File: src/sv/bfb_pkg.sv
// Shared types, codes and helpers of the bond force block.
`default_nettype none

package bfb_pkg;

    localparam int MUL_W    = 64;
    localparam int PROD_W   = 128;
    localparam int HALF_W   = 32;
    localparam int REG_W    = 32;
    localparam int RAD_W    = 31;
    localparam int DIM_W    = 2;
    localparam int CFG_IDX_W = 2;
    localparam int PI_SHIFT = 29;
    localparam logic [30:0] PI_Q29 = 31'd1686629713;

    localparam logic [CFG_IDX_W-1:0] CFG_KN  = 2'd0;
    localparam logic [CFG_IDX_W-1:0] CFG_TS  = 2'd1;
    localparam logic [CFG_IDX_W-1:0] CFG_DIM = 2'd2;
    localparam logic [DIM_W-1:0]     DIM_2D  = 2'd2;

    localparam logic [1:0] AX_X = 2'd0;
    localparam logic [1:0] AX_Y = 2'd1;
    localparam logic [1:0] AX_Z = 2'd2;

    localparam logic [2:0] OP_SQ      = 3'd0;
    localparam logic [2:0] OP_FORCE   = 3'd1;
    localparam logic [2:0] OP_CONTRIB = 3'd2;
    localparam logic [2:0] OP_R2      = 3'd3;
    localparam logic [2:0] OP_AREA    = 3'd4;
    localparam logic [2:0] OP_TA      = 3'd5;

    typedef struct packed {
        logic       load;
        logic       diff;
        logic       mul_start;
        logic [2:0] mul_op;
        logic       sqrt_start;
        logic       div_start;
        logic [1:0] axis;
        logic       acc_add;
        logic       emit;
    } cmd_t;

    typedef struct packed {
        logic mul_done;
        logic sqrt_done;
        logic div_done;
        logic intact;
        logic len_zero;
        logic brk_test;
        logic axes3;
        logic out_free;
    } stat_t;

    // right shift, saturated to 64 bits
    function automatic logic [MUL_W-1:0] shr_sat(input logic [PROD_W-1:0] a, input int k);
        logic [PROD_W-1:0] t;
        t = a >> k;
        if (t[PROD_W-1:MUL_W] != '0)
            return '1;
        return t[MUL_W-1:0];
    endfunction

endpackage

`default_nettype wire

File: src/sv/bfb_ctrl.sv
// Controller: sequences the multiplier, root and divider for one bond.
`default_nettype none

module bfb_ctrl (
    input  wire logic           clk,
    input  wire logic           rst_n,
    input  wire logic           s_tvalid,
    output logic                s_tready,
    input  wire bfb_pkg::stat_t stat,
    output bfb_pkg::cmd_t       cmd
);

    localparam logic [3:0] S_IDLE  = 4'd0;
    localparam logic [3:0] S_DIFF  = 4'd1;
    localparam logic [3:0] S_MUL   = 4'd2;
    localparam logic [3:0] S_MULW  = 4'd3;
    localparam logic [3:0] S_SQRT  = 4'd4;
    localparam logic [3:0] S_SQRTW = 4'd5;
    localparam logic [3:0] S_DIV   = 4'd6;
    localparam logic [3:0] S_DIVW  = 4'd7;
    localparam logic [3:0] S_ACC   = 4'd8;
    localparam logic [3:0] S_EMIT  = 4'd9;

    logic [3:0] state_reg;
    logic [3:0] state_next;
    logic [2:0] op_reg;
    logic [2:0] op_next;
    logic [1:0] axis_reg;
    logic [1:0] axis_next;
    logic       last_ax;

    assign last_ax  = (axis_reg == bfb_pkg::AX_Z) ||
                      (axis_reg == bfb_pkg::AX_Y && !stat.axes3);
    assign s_tready = (state_reg == S_IDLE);

    always_comb
    begin
        cmd        = '0;
        state_next = state_reg;
        op_next    = op_reg;
        axis_next  = axis_reg;
        cmd.axis   = axis_reg;
        cmd.mul_op = op_reg;
        unique case (state_reg)
            S_IDLE:
                if (s_tvalid)
                begin
                    cmd.load   = 1'b1;
                    state_next = S_DIFF;
                end
            S_DIFF:
            begin
                cmd.diff = 1'b1;
                if (stat.intact)
                begin
                    op_next    = bfb_pkg::OP_SQ;
                    axis_next  = bfb_pkg::AX_X;
                    state_next = S_MUL;
                end
                else
                    state_next = S_EMIT;
            end
            S_MUL:
            begin
                cmd.mul_start = 1'b1;
                state_next    = S_MULW;
            end
            S_MULW:
                if (stat.mul_done)
                begin
                    unique case (op_reg)
                        bfb_pkg::OP_SQ:
                            if (last_ax)
                                state_next = S_SQRT;
                            else
                            begin
                                axis_next  = axis_reg + 2'd1;
                                state_next = S_MUL;
                            end
                        bfb_pkg::OP_FORCE:
                        begin
                            axis_next  = bfb_pkg::AX_X;
                            state_next = S_DIV;
                        end
                        bfb_pkg::OP_CONTRIB:
                            state_next = S_ACC;
                        bfb_pkg::OP_R2:
                        begin
                            op_next    = bfb_pkg::OP_AREA;
                            state_next = S_MUL;
                        end
                        bfb_pkg::OP_AREA:
                        begin
                            op_next    = bfb_pkg::OP_TA;
                            state_next = S_MUL;
                        end
                        default:
                            state_next = S_EMIT;
                    endcase
                end
            S_SQRT:
            begin
                cmd.sqrt_start = 1'b1;
                state_next     = S_SQRTW;
            end
            S_SQRTW:
                if (stat.sqrt_done)
                begin
                    if (stat.len_zero)
                        state_next = S_EMIT;
                    else
                    begin
                        op_next    = bfb_pkg::OP_FORCE;
                        state_next = S_MUL;
                    end
                end
            S_DIV:
            begin
                cmd.div_start = 1'b1;
                state_next    = S_DIVW;
            end
            S_DIVW:
                if (stat.div_done)
                begin
                    op_next    = bfb_pkg::OP_CONTRIB;
                    state_next = S_MUL;
                end
            S_ACC:
            begin
                cmd.acc_add = 1'b1;
                if (!last_ax)
                begin
                    axis_next  = axis_reg + 2'd1;
                    state_next = S_DIV;
                end
                else if (stat.brk_test)
                begin
                    op_next    = bfb_pkg::OP_R2;
                    state_next = S_MUL;
                end
                else
                    state_next = S_EMIT;
            end
            S_EMIT:
                if (stat.out_free)
                begin
                    cmd.emit   = 1'b1;
                    state_next = S_IDLE;
                end
            default:
                state_next = S_IDLE;
        endcase
    end

    always_ff @(posedge clk or negedge rst_n)
    begin
        if (!rst_n)
        begin
            state_reg <= S_IDLE;
            op_reg    <= bfb_pkg::OP_SQ;
            axis_reg  <= bfb_pkg::AX_X;
        end
        else
        begin
            state_reg <= state_next;
            op_reg    <= op_next;
            axis_reg  <= axis_next;
        end
    end

    a_emit_free: assert property (@(posedge clk) disable iff (!rst_n)
        cmd.emit |-> stat.out_free)
        else $error("result written while output word still held");

    a_mul_gap: assert property (@(posedge clk) disable iff (!rst_n)
        cmd.mul_start |=> !stat.mul_done)
        else $error("multiplier finished right after start");

    a_mul_wait: assert property (@(posedge clk) disable iff (!rst_n)
        stat.mul_done |-> state_reg == S_MULW)
        else $error("multiplier result arrived outside wait state");

    a_sqrt_wait: assert property (@(posedge clk) disable iff (!rst_n)
        stat.sqrt_done |-> state_reg == S_SQRTW)
        else $error("root result arrived outside wait state");

    a_div_wait: assert property (@(posedge clk) disable iff (!rst_n)
        stat.div_done |-> state_reg == S_DIVW)
        else $error("divider result arrived outside wait state");

endmodule

`default_nettype wire

File: config.mk
export PLATFORM = sky130hd
export DESIGN_NAME = bfb_ctrl
export DESIGN_NICKNAME = d
export VERILOG_FILES = /design/src/sv/bfb_pkg.sv /design/src/sv/bfb_ctrl.sv
export SDC_FILE = /design/constraint.sdc
export NUM_CORES = 1
export LEC_CHECK = 0
export ABC_CLOCK_PERIOD_IN_PS = 2000
export BUFFER_PORTS_ARGS = -buffer_cell sky130_fd_sc_hd__buf_4
export CAP_MARGIN = 15
export CORE_MARGIN = 2
export CORE_UTILIZATION = 50
export DETAILED_ROUTE_END_ITERATION = 7
export GPL_ROUTABILITY_DRIVEN = 0
export PLACE_DENSITY = 0.77
export SLEW_MARGIN = 20
export SYNTH_ARGS = -nofsm -noshare
export SYNTH_HDL_FRONTEND = slang
export SYNTH_SLANG_ARGS = --single-unit
File: constraint.sdc
create_clock -name clk -period 2 [get_ports clk]
set_input_delay 0.1 -clock clk [delete_from_list [all_inputs] [get_ports clk]]
set_output_delay 0.1 -clock clk [all_outputs]
set_load 0.005 [all_outputs]
Word-level counts from Yosys, hierarchy flattened
Cells that the tools add are included.

Reductions and logical operators: 11. Add/subtract/negate cells: 1. Bitwise operators: 0. Multiply operators: 0. Mux-type cells: 35. $lt $le $gt $ge: 0. Shifts and indexed selects: 0. Equality and inequality tests: 26. Divide/modulo/power cells: 0.

Operators by type and width (number): case mux 4 bit (10 select lines) (1); two-way mux 4 bit (9); two-way mux 3 bit (8); != test 2 bit (second input constant) (9); equality test 4 x 3 -> 1 bit (second input constant) (4); case mux 4 bit (4 select lines) (1); case mux 3 bit (5 select lines) (1); two-way mux 1 bit (9); AND reduction 9 bit (1); equality test 4 x 2 -> 1 bit (second input constant) (2); equality test 4 bit (second input constant) (2); equality test 3 x 2 -> 1 bit (second input constant) (2); two-way mux 2 bit (3); case mux 2 bit (3 select lines) (1); case mux 3 bit (2 select lines) (1); AND reduction 5 bit (1); nonzero test 5 bit (1); equality test 4 x 1 -> 1 bit (second input constant) (1); logical NOT 4 bit (1); case mux 2 bit (2 select lines) (1); AND reduction 4 bit (1); equality test 3 x 1 -> 1 bit (second input constant) (1); equality test 3 bit (second input constant) (1); logical NOT 3 bit (1); other kinds (10) (10).

Register bits after elaboration: 9. Latch bits: 0. Input port bits: 11. Memories: 0. Memory bits (read-only): 0. Memory bits (writable): 0. Logic and storage cells: 76. Output and inout port bits: 13.

Depth between registers and ports, before layout
Gate-level depths: netlist (run 1).

Word-level depth: 7. Depth in mapped cells: 7. Mapped depth without buffers: 6.

Least setup slack after synthesis (run 1)
OpenSTA, ideal clock, no wires.

Path type: flip-flop to flip-flop. From: register axis_reg[0]. To: register axis_reg[1]. Library setup time: 0.077 ns. Stages on the path, launching flop included: 7. Period minus slack after synthesis: 1.702 ns. Setup slack: 0.298 ns. Path buffers: 0. Arrival time: 1.624 ns. Required time: 1.923 ns. Cell sequence: dfrtp_1 -> inv_1 -> ha_1 -> a21o_1 -> or4_4 -> or2_0 -> a21oi_1.

Word-level cells in the longest chain between the ends: 7. Elaborated cells on any way between the ends: 9. Classes of those cells: 1 x add/sub; 2 x eq/ne; 4 x mux; 2 x reduce/logical.

Ends and longest elaborated chain: start: declaration (line bfb_ctrl.sv:28) `logic [1:0] axis_reg;`; start signal: assignment (line bfb_ctrl.sv:161) `axis_reg <= bfb_pkg::AX_X;`; start signal: assignment (line bfb_ctrl.sv:167) `axis_reg <= axis_next;`; equality test 2 x 1 -> 1 bit (line bfb_ctrl.sv:33) `(axis_reg == bfb_pkg::AX_Y && !stat.axes3);`; logical AND 1 bit (line bfb_ctrl.sv:33); logical OR 1 bit (line bfb_ctrl.sv:32) `assign last_ax = (axis_reg == bfb_pkg::AX_Z) ||`; two-way mux 2 bit (*) (line bfb_ctrl.sv:73, bfb_ctrl.sv:131); case mux 2 bit (2 select lines) (line bfb_ctrl.sv:71) `unique case (op_reg)`; two-way mux 2 bit (line bfb_ctrl.sv:69) `if (stat.mul_done)`; case mux 2 bit (3 select lines) (*) (line bfb_ctrl.sv:44) `unique case (state_reg)`.

Mark *: on every way between the ends. The rest lies on a longest branch, timed or not. The select of a mux whose other input is x is not followed. A chain may end at the register's enable or synchronous reset.

Worst setup path after layout (run 1)
From: register state_reg[0]. To: register axis_reg[1].

Word-level cells in the longest chain between the ends: 3. Elaborated cells on any way between the ends: 9. Classes of those cells: 6 x eq/ne; 1 x mux; 2 x reduce/logical.

Ends and longest elaborated chain: start: declaration (line bfb_ctrl.sv:24) `logic [3:0] state_reg;`; start signal: assignment (line bfb_ctrl.sv:165) `state_reg <= state_next;`; equality test 4 x 2 -> 1 bit, or another cell as far along (line bfb_ctrl.sv:44); != test 3 x 2 -> 1 bit (no line), or another cell as far along; AND reduction 4 bit (no line).

Several ways; a longest one is shown, not always the timed one.

==> run_results.csv, run 1 <==
group,metric,value,unit
synth,syn_inst,109,
timing,clock.fmax,535,MHz
synth,synth_seq_cells,9,
final_layout,largest_reg_flops,4,
timing,finalCritPeriodShare,93.5,%
pwr,internal_power,0.867,mW
synth,synth_area,847,um2
setup_path,worstSetupStartpoint,"state_reg[0]",
setup_path,critPathLaunchType,"flop",
clock_tree,htreeDepth,1,
synth,synth_top_family_by_area,"simple AND/OR/NAND/NOR gates",
route,vias,943,
placement,place_inst,145,
timing,slew-limit-headroom,70.7,%
synth,synthArstFlopShare,100,%
grt,grt_pass1_wl,3910,um
grt,grt_max_degree,18,
clock_tree,clock-sinks,9,
synth,synthTopCellsByArea,"dfrtp_1, mux2_2, nor2_1",
synth,synth_xor_area_share,1.03,%
pwr,irDropWorstVdd,995,uV
clock_tree,cts_made_buffers,3,
synth,synth_nets,122,
timing,period_minus_slack,1.87,ns
synth,synth_compound_area_share,24.7,%
route,wire_per_inst,15.8,um
final_layout,nets,148,
pwr,p_leak,0.517,nW
pwr,p_seq_share,26.2,%
placement,portBuffers,23,
route,ant_nets,0,
clock_tree,root_buffer,"clkbuf_4",
hold_path,hp-start,"stat[0]",
setup_path,arrival,2.08,ns
pwr,power_density,1550,mW/mm2
synth,synthSimpleGateAreaFrac,29.7,%
setup_path,timing.rr.start,"state_reg[0]",
synth,synth_top_area_share,26.6,%
placement,dp.final_hpwl,1810,um
setup_path,crit_path_end_kind,"flop",
synth,synth_fa_ha_area_share,2.95,%
floorplanning,rows,14,
timing,finalHoldViolCount,0,
route,viasPerCell,6.29,
setup_path,cp.required,2.21,ns
final_layout,fin_area,0.00107,mm2
route,drt_iter0_markers,45,
route,drc_errors,0,
pwr,p_comb_share,64.3,%
grt,grt_overflow,0,
clock_tree,cts.clk_slew.worst_paths,0.08,ns
floorplanning,core,0.00154,mm2
synth,syn-mean-instance-area,7.77,um2
synth,ys_seq_area_share,26.6,%
timing,fin_tns_setup,0,ns
pwr,switching_share,47.9,%
clock_tree,cts.path.max_buffers,2,
pwr,power_frac_clock,9.5,%
hold_path,hold_class,"input pin to flop",
timing,drv_slew,0,
floorplanning,num_io_pins,24,
status,status,"finished, final reports clean",
timing,rsz0062_at_grt,"false",
final_layout,area_delta_synth_final,26.4,%
run,max_cap_viol_count,0,
final_layout,drive_gt1_share,26.9,%
synth,synth-edff-count,0,
floorplanning,chipHeight,45.2,um
timing,clock_skew,0.00390,ns
timing,tightest_slew,0.439,ns
route,wirelength,2370,um
clock_tree,cts_setup_buffers,0,
final_layout,diodes,0,
grt,track_usage,26.4,%
floorplanning,dieWidth,45.2,um
synth,synth_cell_types,40,
placement,post_dp_cell_area,0.00103,mm2
grt,antenna_found_initial,0,
setup_path,crit_fanout,17,
timing,finalSetupViolCount,0,
floorplanning,start_util,55.0,%
synth,synth.area.mux_share,7.68,%
setup_path,critPathKind,"flop to flop",
clock_tree,clk_latency,0.28,ns
grt,first_global_vias,897,
synth,ys_warn_count,0,
final_layout,stdcell_count,150,
floorplanning,dieArea,0.00204,mm2
synth,synth-main-ff-cell,"dfrtp_1",
final_layout,fillCellCount,126,
pwr,p_sw,0.798,mW
synth,yosysTopAreaCell,"dfrtp_1",
clock_tree,cts_tree,"built",
route,drt-pass1-iter-count,4,
layout by cell type (no fill, tap or decap), drive strengths merged, types with 2 or more instances in the layout:
| master | n |
|---|---|
| nor3 | 4 |
| nand3 | 2 |
| mux2i | 2 |
| nor4 | 2 |
| nor2 | 11 |
| a21oi | 7 |
| nand2 | 8 |
| ha | 2 |
| nor3b | 2 |
| nor2b | 5 |
| o21ai | 7 |
| nand2b | 2 |
| and3 | 2 |
| dfrtp | 9 |
| o31ai | 2 |
| inv | 7 |
| o22ai | 4 |
| buf | 27 |
| a21o | 2 |
| clkbuf | 3 |
| mux2 | 4 |
Yosys cell counts, types with 2 or more instances:
master and n:
nand2b_1 2, o22ai_1 4, mux2_2 4, o21ai_0 7
nor2_1 11, nor3_1 4, nor2b_1 5, nor4_1 2
buf_2 2, and3_1 2, clkbuf_1 4, nand3_1 2
mux2i_1 2, dfrtp_1 9, inv_1 7, ha_1 2
nor3b_1 2, o31ai_1 2, a21oi_1 7, a21o_1 2
nand2_1 8
per-layer routing:
metal	global-route usage [%]	vias up	wire, um
met3	10.0	13	251
met4	11.8	0	70
li1	-	449	-
met1	33.0	428	930
met5	0	-	0
met2	40.3	53	1110
power by group through the flow:
stage / clock [mW] / combinational, mW / sequential, mW
2_1_floorplan: 0 / 0.795 / 0.338
3_3_place_gp: 0 / 1.03 / 0.432
3_5_place_dp: 0 / 1.05 / 0.435
4_1_cts: 0.156 / 1.06 / 0.432
5_1_grt: 0.169 / 1.18 / 0.458
6_report: 0.159 / 1.07 / 0.436
metrics by stage:
stage	hold WS, ns	setup slack, ns	utilization (%)	total power, mW
after floorplan	-0.196	0.298	-	1.13
after global placement	-0.0709	0.206	67.0	1.47
after detailed placement	-0.0680	0.160	67.0	1.49
after CTS	0.0218	0.131	69.5	1.65
after global routing	0.0293	0.0258	69.5	1.81
final	0.0216	0.131	69.5	1.66
final cells by class:
type                            instances  area, um2  area share [%]
Sequential cell                         9        225            21.0
Multi-Input combinational cell         86        559            52.2
Inverter                                7       26.3            2.45
Timing Repair Buffer                   28        213            19.9
Clock inverter                          1       5.00           0.467
Tap cell                               16       20.0            1.87
Clock buffer                            3       22.5            2.10
repair_timing:
action                                  CTS  global route
hold endpoints to repair                  9             0
hold buffers                              1             0
resized for setup                         0             0
endpoints found under the setup margin    0             0
critical path: stages, from the launching register on:
cell and delay, ns:
dfrtp_1 0.61, and4b_1 0.27, a211oi_1 0.06, or4_4 0.51
or2_0 0.23, a21oi_1 0.12
logic make-up (layout without fill, tap and decap cells):
kind of cell / after synthesis / in the layout
AO/OA/AOI/OAI: 32 / 32
flip-flops: 9 / 9
multiplexers: 6 / 6
XOR/XNOR: 1 / 1
buffers and inverters: 14 / 39
adder cells (fa/ha/maj): 2 / 2
AND/OR/NAND/NOR: 45 / 45
final timing paths:
check	end	slack, ns	cells after the start
hold / removal	state_reg[3]	0.02	2
max in group asynchronous	op_reg[0]	1.67	2
setup / recovery	axis_reg[1]	0.13	5
min in group asynchronous	op_reg[1]	0.19	2
setup reg to reg	axis_reg[1]	0.13	5
hold reg to reg	axis_reg[1]	0.59	2
Power figures use the tool's default switching activity.
==> run 2: changes to the inputs <==
--- a/config.mk
+++ b/config.mk
@@ -13,6 +13,7 @@
 export DETAILED_ROUTE_END_ITERATION = 7
 export GPL_ROUTABILITY_DRIVEN = 0
 export PLACE_DENSITY = 0.77
+export REMOVE_ABC_BUFFERS = 1
 export SLEW_MARGIN = 20
 export SYNTH_ARGS = -nofsm -noshare
 export SYNTH_HDL_FRONTEND = slang
==> run 2 against run 1 <==
Utilization rose by 0.97 points. Largest power group unchanged. Combinational power barely moved. Wire length fell by 3.8%.
==> run_results.csv, run 2 (synthesis gave the netlist of run 1 again) <==
group,metric,value,unit
timing,fin_tns_setup,0,ns
setup_path,critPathLaunchType,"flop",
placement,dp.final_hpwl,1800,um
floorplanning,rows,14,
timing,finalSetupViolCount,0,
timing,clock.fmax,545,MHz
timing,drv_slew,0,
clock_tree,htreeDepth,1,
hold_path,hold_class,"input pin to flop",
final_layout,diodes,0,
grt,first_global_vias,872,
setup_path,crit_path_end_kind,"flop",
route,drt-pass1-iter-count,4,
clock_tree,cts_made_buffers,3,
final_layout,layout_common_cells,"buf_4, nor2_1, nand2_1, dfrtp_1",
timing,finalHoldViolCount,0,
run,max_cap_viol_count,0,
timing,period_minus_slack,1.83,ns
timing,finalCritPeriodShare,91.7,%
floorplanning,num_io_pins,24,
grt,grt_pass1_wl,3800,um
final_layout,final_util,70.5,%
final_layout,layout_commonest_cell,"buf_4",
floorplanning,core,0.00154,mm2
clock_tree,clk_latency,0.26,ns
clock_tree,cts.path.max_buffers,2,
timing,tightest_slew,0.422,ns
floorplanning,dieArea,0.00204,mm2
status,status,"finished, final reports clean",
setup_path,r2r_slack,0.17,ns
grt,grt_overflow,0,
setup_path,critPathKind,"flop to flop",
timing,clock_skew,0.00239,ns
route,drt_iter0_markers,51,
setup_path,slowest_delay,0.59,ns
floorplanning,dieWidth,45.2,um
setup_path,crit_family,"multiplexers",
final_layout,largest_reg_flops,4,
timing,fin_ws,0.166,ns
placement,portBuffers,23,
setup_path,crit_fanout,15,
setup_path,cpMaxStageDelayCell,"dfrtp_1",
placement,dp_worst_setup_slack,0.160,ns
grt,antenna_found_initial,0,
setup_path,crit_chain,"mux2i_1 > nand3_1 > a21boi_0 > nand3_1 > mux2_2",
route,ant_nets,0,
clock_tree,root_buffer,"clkbuf_4",
route,vias,945,
final_layout,area_delta_synth_final,28.2,%
grt,track_usage,25.4,%
setup_path,crit_top_cell,"nand3_1",
floorplanning,start_util,55.0,%
final_layout,nets,150,
setup_path,path_buf_inv,0,
setup_path,arrival,1.98,ns
final_layout,drive_gt1_share,27.9,%
pwr,power_density,1540,mW/mm2
timing,slew-limit-headroom,71.9,%
clock_tree,cts.clk_slew.worst_paths,0.06,ns
setup_path,cp.required,2.14,ns
pwr,irDropWorstVdd,941,uV
route,wirelength,2280,um
clock_tree,clock-sinks,9,
clock_tree,cts_tree,"built",
route,wire_per_inst,15.0,um
route,viasPerCell,6.22,
grt,grt_max_degree,17,
floorplanning,chipHeight,45.2,um
timing,rsz0062_at_grt,"false",
pwr,p_leak,0.522,nW
route,drc_errors,0,
run 2: per-layer routing:
metal / global-route usage [%] / wire length (um)
met1: 38.1 / 1010
met5: 0 / 0
met3: 4.80 / 170
met4: 6.47 / 10
met2: 37.4 / 1090
run 2: stage by stage:
step	hold WS (ns)	std cells	cell area [um2]	total power [mW]
floorplan	-0.196	102	811	1.08
global placement	-0.0729	147	1050	1.49
detailed placement	-0.0725	147	1050	1.52
CTS	0.0427	152	1080	1.66
global route	0.0456	152	1090	1.83
finish	0.0496	152	1090	1.67
run 2: path summary, 6_finish.rpt:
kind                              start      endpoint  cells after the start
setup / recovery           state_reg[1]     op_reg[0]                      5
max in group asynchronous         rst_n  state_reg[3]                      2
setup reg to reg           state_reg[1]     op_reg[0]                      5
hold reg to reg             axis_reg[1]   axis_reg[1]                      2
min in group asynchronous         rst_n   axis_reg[1]                      2
hold / removal                  stat[0]  state_reg[3]                      2
run 2: timing repair:
item / CTS / global route
endpoints found under the setup margin: 0 / 1
hold buffers: 1 / 0
buffers inserted: 0 / 0
hold endpoints to repair: 9 / 0
gates resized for setup: 0 / 1
run 2: cell type report:
class / count / area, um2
clock buffers: 4 / 26.3
inverters: 7 / 26.3
multi-input cells: 86 / 559
well taps: 16 / 20.0
repair buffers: 30 / 228
flip-flops and latches: 9 / 226
fillers: 127 / 455
run 2: power breakdown:
group | internal, mW | switching (mW)
registers | 0.262 | 0.185
logic | 0.550 | 0.536
clock network | 0.0767 | 0.0605
total | 0.889 | 0.781
==> run 3: changes to the inputs <==
--- a/config.mk
+++ b/config.mk
@@ -5,14 +5,15 @@
 export SDC_FILE = /design/constraint.sdc
 export NUM_CORES = 1
 export LEC_CHECK = 0
+export ABC_AREA = 1
 export ABC_CLOCK_PERIOD_IN_PS = 2000
 export BUFFER_PORTS_ARGS = -buffer_cell sky130_fd_sc_hd__buf_4
 export CAP_MARGIN = 15
 export CORE_MARGIN = 2
-export CORE_UTILIZATION = 50
+export CORE_UTILIZATION = 51
 export DETAILED_ROUTE_END_ITERATION = 7
 export GPL_ROUTABILITY_DRIVEN = 0
-export PLACE_DENSITY = 0.77
+export PLACE_DENSITY = 0.78
 export REMOVE_ABC_BUFFERS = 1
 export SLEW_MARGIN = 20
 export SYNTH_ARGS = -nofsm -noshare
==> constraint.sdc (replaced) <==
create_clock -name clk -period 2 [get_ports clk]
set_input_delay 0.4 -clock clk [delete_from_list [all_inputs] [get_ports clk]]
set_output_delay 0.4 -clock clk [all_outputs]
set_load 0.005 [all_outputs]
==> run 3 against run 2 <==
Worst setup slack better by 0.095 ns. Wire length up 1.2%. Critical path depth decreased by 1. Maximum frequency grew 5.4%. Via count rose by 12%. Clock power is 4% higher. Critical path type is now flop to primary output. Critical endpoint is now cmd[4]. Largest cell class unchanged. Highest routed layer unchanged.
==> run_results.csv, run 3 <==
group,metric,value,unit
setup_path,crit_fanout,7,
setup_path,endpoint,"cmd[4]",
floorplanning,rows,14,
final_layout,largest_reg_flops,4,
hold_path,hold_class,"input pin to flop",
route,viasPerCell,5.32,
final_layout,drive_gt1_share,21.3,%
timing,clock.fmax,575,MHz
synth,synth_xor_area_share,0,%
setup_path,rr_endpoint,"op_reg[1]",
final_layout,fillCellCount,150,
synth,synthSimpleGateAreaFrac,56.5,%
synth,synthTopCellsByArea,"dfrtp_1, nand2_1, nand3_1",
synth,synth-main-ff-cell,"dfrtp_1",
floorplanning,dieWidth,45.5,um
setup_path,crit_path_end_kind,"primary output",
synth,ys_warn_count,0,
timing,fin_tns_setup,0,ns
route,vias,1058,
setup_path,worstSetupStartpoint,"state_reg[0]",
synth,synth_fa_ha_area_share,2.85,%
placement,place_inst,194,
route,drt_iter0_markers,32,
synth,yosysTopAreaCell,"dfrtp_1",
placement,portBuffers,23,
clock_tree,htreeDepth,1,
grt,grt_pass1_wl,3870,um
timing,drv_slew,0,
pwr,power_frac_clock,7.8,%
synth,yosysMostFrequentCell,"nand2_1",
synth,synth.area.mux_share,0,%
route,ant_nets,0,
setup_path,crit_family,"simple AND/OR/NAND/NOR gates",
placement,dp.final_hpwl,1910,um
setup_path,arrival,1.34,ns
pwr,p_sw,1.01,mW
final_layout,diodes,0,
grt,antenna_found_initial,0,
setup_path,path_buf_inv,1,
clock_tree,clock-sinks,9,
pwr,internal_power,0.828,mW
route,wire_per_inst,11.6,um
timing,finalCritPeriodShare,87.0,%
final_layout,multi_input_area,562,um2
grt,grt_max_degree,10,
final_layout,area_delta_synth_final,26.1,%
synth,ys_seq_area_share,25.7,%
setup_path,slowest_delay,0.45,ns
synth,synth_compound_area_share,4.71,%
pwr,p_leak,0.660,nW
final_layout,nets,197,
clock_tree,clk_latency,0.26,ns
synth,synth_top_area_share,25.7,%
grt,first_global_vias,947,
clock_tree,cts_made_buffers,3,
setup_path,timing.rr.start,"axis_reg[0]",
timing,slew-limit-headroom,71.4,%
synth,synth_area,877,um2
setup_path,critPathKind,"flop to primary output",
synth,syn-mean-instance-area,5.66,um2
status,status,"finished, final reports clean",
timing,period_minus_slack,1.74,ns
setup_path,cpMaxStageDelayCell,"dfrtp_1",
setup_path,r2r_cells,9,
final_layout,stdcell_count,199,
clock_tree,cts.path.max_buffers,2,
setup_path,r2r_slack,0.40,ns
clock_tree,cts_resized,0,
timing,finalHoldViolCount,0,
floorplanning,chipHeight,45.5,um
floorplanning,start_util,56.3,%
floorplanning,core,0.00156,mm2
route,drt-pass1-iter-count,4,
synth,synth-edff-count,0,
timing,finalSetupViolCount,0,
final_layout,final_util,70.9,%
setup_path,crit_chain,"nor2_1 > nand2_1 > nor2_1 > buf_4",
synth,synthArstFlopShare,100,%
timing,tightest_slew,0.429,ns
pwr,power_density,1660,mW/mm2
synth,synth_cell_types,18,
clock_tree,cts.clk_slew.worst_paths,0.06,ns
final_layout,layout_common_cells,"nand2_1, buf_4, inv_1, nor2_1, nand3_1",
synth,syn_inst,155,
pwr,p_comb_share,70.2,%
timing,clock_skew,0.00534,ns
pwr,p_seq_share,22.0,%
route,drc_errors,0,
final_layout,seq_area,225,um2
setup_path,critPathLaunchType,"flop",
setup_path,crit_top_cell,"nor2_1",
route,wirelength,2300,um
grt,track_usage,25.2,%
floorplanning,num_io_pins,24,
setup_path,crit_cells,4,
floorplanning,dieArea,0.00207,mm2
clock_tree,cts_setup_buffers,0,
pwr,switching_share,54.9,%
setup_path,cp.required,1.60,ns
clock_tree,cts_tree,"built",
clock_tree,root_buffer,"clkbuf_4",
grt,grt_overflow,0,
run,max_cap_viol_count,0,
timing,rsz0062_at_grt,"false",
synth,synth_seq_cells,9,
pwr,irDropWorstVdd,926,uV
synth,yosys-top-cells-count,"nand2_1, inv_1, nand3_1, nor2_1, dfrtp_1",
final_layout,layout_commonest_cell,"nand2_1",
synth,synth_top_family_by_area,"simple AND/OR/NAND/NOR gates",
run 3: final cells by class:
type                       count  share of cell area, %
multi-input combinational    122                   50.8
sequential                     9                   20.4
timing repair buffer          24                   16.5
inverter                      24                   8.14
clock buffer                   4                   2.38
tap                           16                   1.81
run 3: kinds of logic (layout without fill, tap and decap cells):
logic type / count (synthesis) / after routing
flip-flops: 9 / 9
adder cells (fa/ha/maj): 2 / 2
buffers and inverters: 24 / 52
AND/OR/NAND/NOR: 112 / 112
AO/OA/AOI/OAI: 8 / 8
run 3: per-stage QoR:
stage	cell area [um2]	power [mW]	hold WS, ns	setup WS, ns
after detailed placement	1070	1.67	0.230	0.411
after global routing	1110	2.04	0.497	0.170
after CTS	1110	1.82	0.469	0.278
final	1110	1.83	0.480	0.261
after global placement	1070	1.64	0.227	0.459
after floorplan	877	1.28	0.104	0.599
run 3: worst min-delay path: stages:
cell,delay (ns)
buf_4,0.07
inv_1,0.05
nand3_1,0.12
nand2_1,0.06
run 3: power by group through the flow:
stage / Combinational (mW) / Sequential [mW] / Clock, mW
after floorplan: 0.910 / 0.373 / 0
after global placement: 1.24 / 0.394 / 0
after detailed placement: 1.27 / 0.399 / 0
after CTS: 1.28 / 0.397 / 0.140
after global routing: 1.47 / 0.418 / 0.151
final: 1.29 / 0.403 / 0.142
run 3: layer usage:
| metal | GRT usage (%) | routed length [um] | vias to the layer above |
|---|---|---|---|
| met4 | 5.29 | 9 | 0 |
| met2 | 43.7 | 1090 | 46 |
| met5 | 0 | 0 | - |
| met1 | 33.9 | 1040 | 471 |
| met3 | 2.38 | 167 | 2 |
| li1 | - | - | 539 |
run 3: worst min path at each step:
| stage | start | end | cells past startpoint |
|---|---|---|---|
| after global placement | rst_n | state_reg[1] | 1 |
| after detailed placement | rst_n | state_reg[1] | 1 |
| final | stat[0] | state_reg[3] | 4 |
| after CTS | stat[0] | state_reg[3] | 4 |
| after floorplan | rst_n | axis_reg[0] | 0 |
| after global routing | rst_n | state_reg[1] | 2 |
run 3: what timing repair did:
action / in CTS / in global routing
endpoints found under the setup margin: 0 / 0
hold buffers: 1 / 0
hold endpoints to repair: 9 / 0
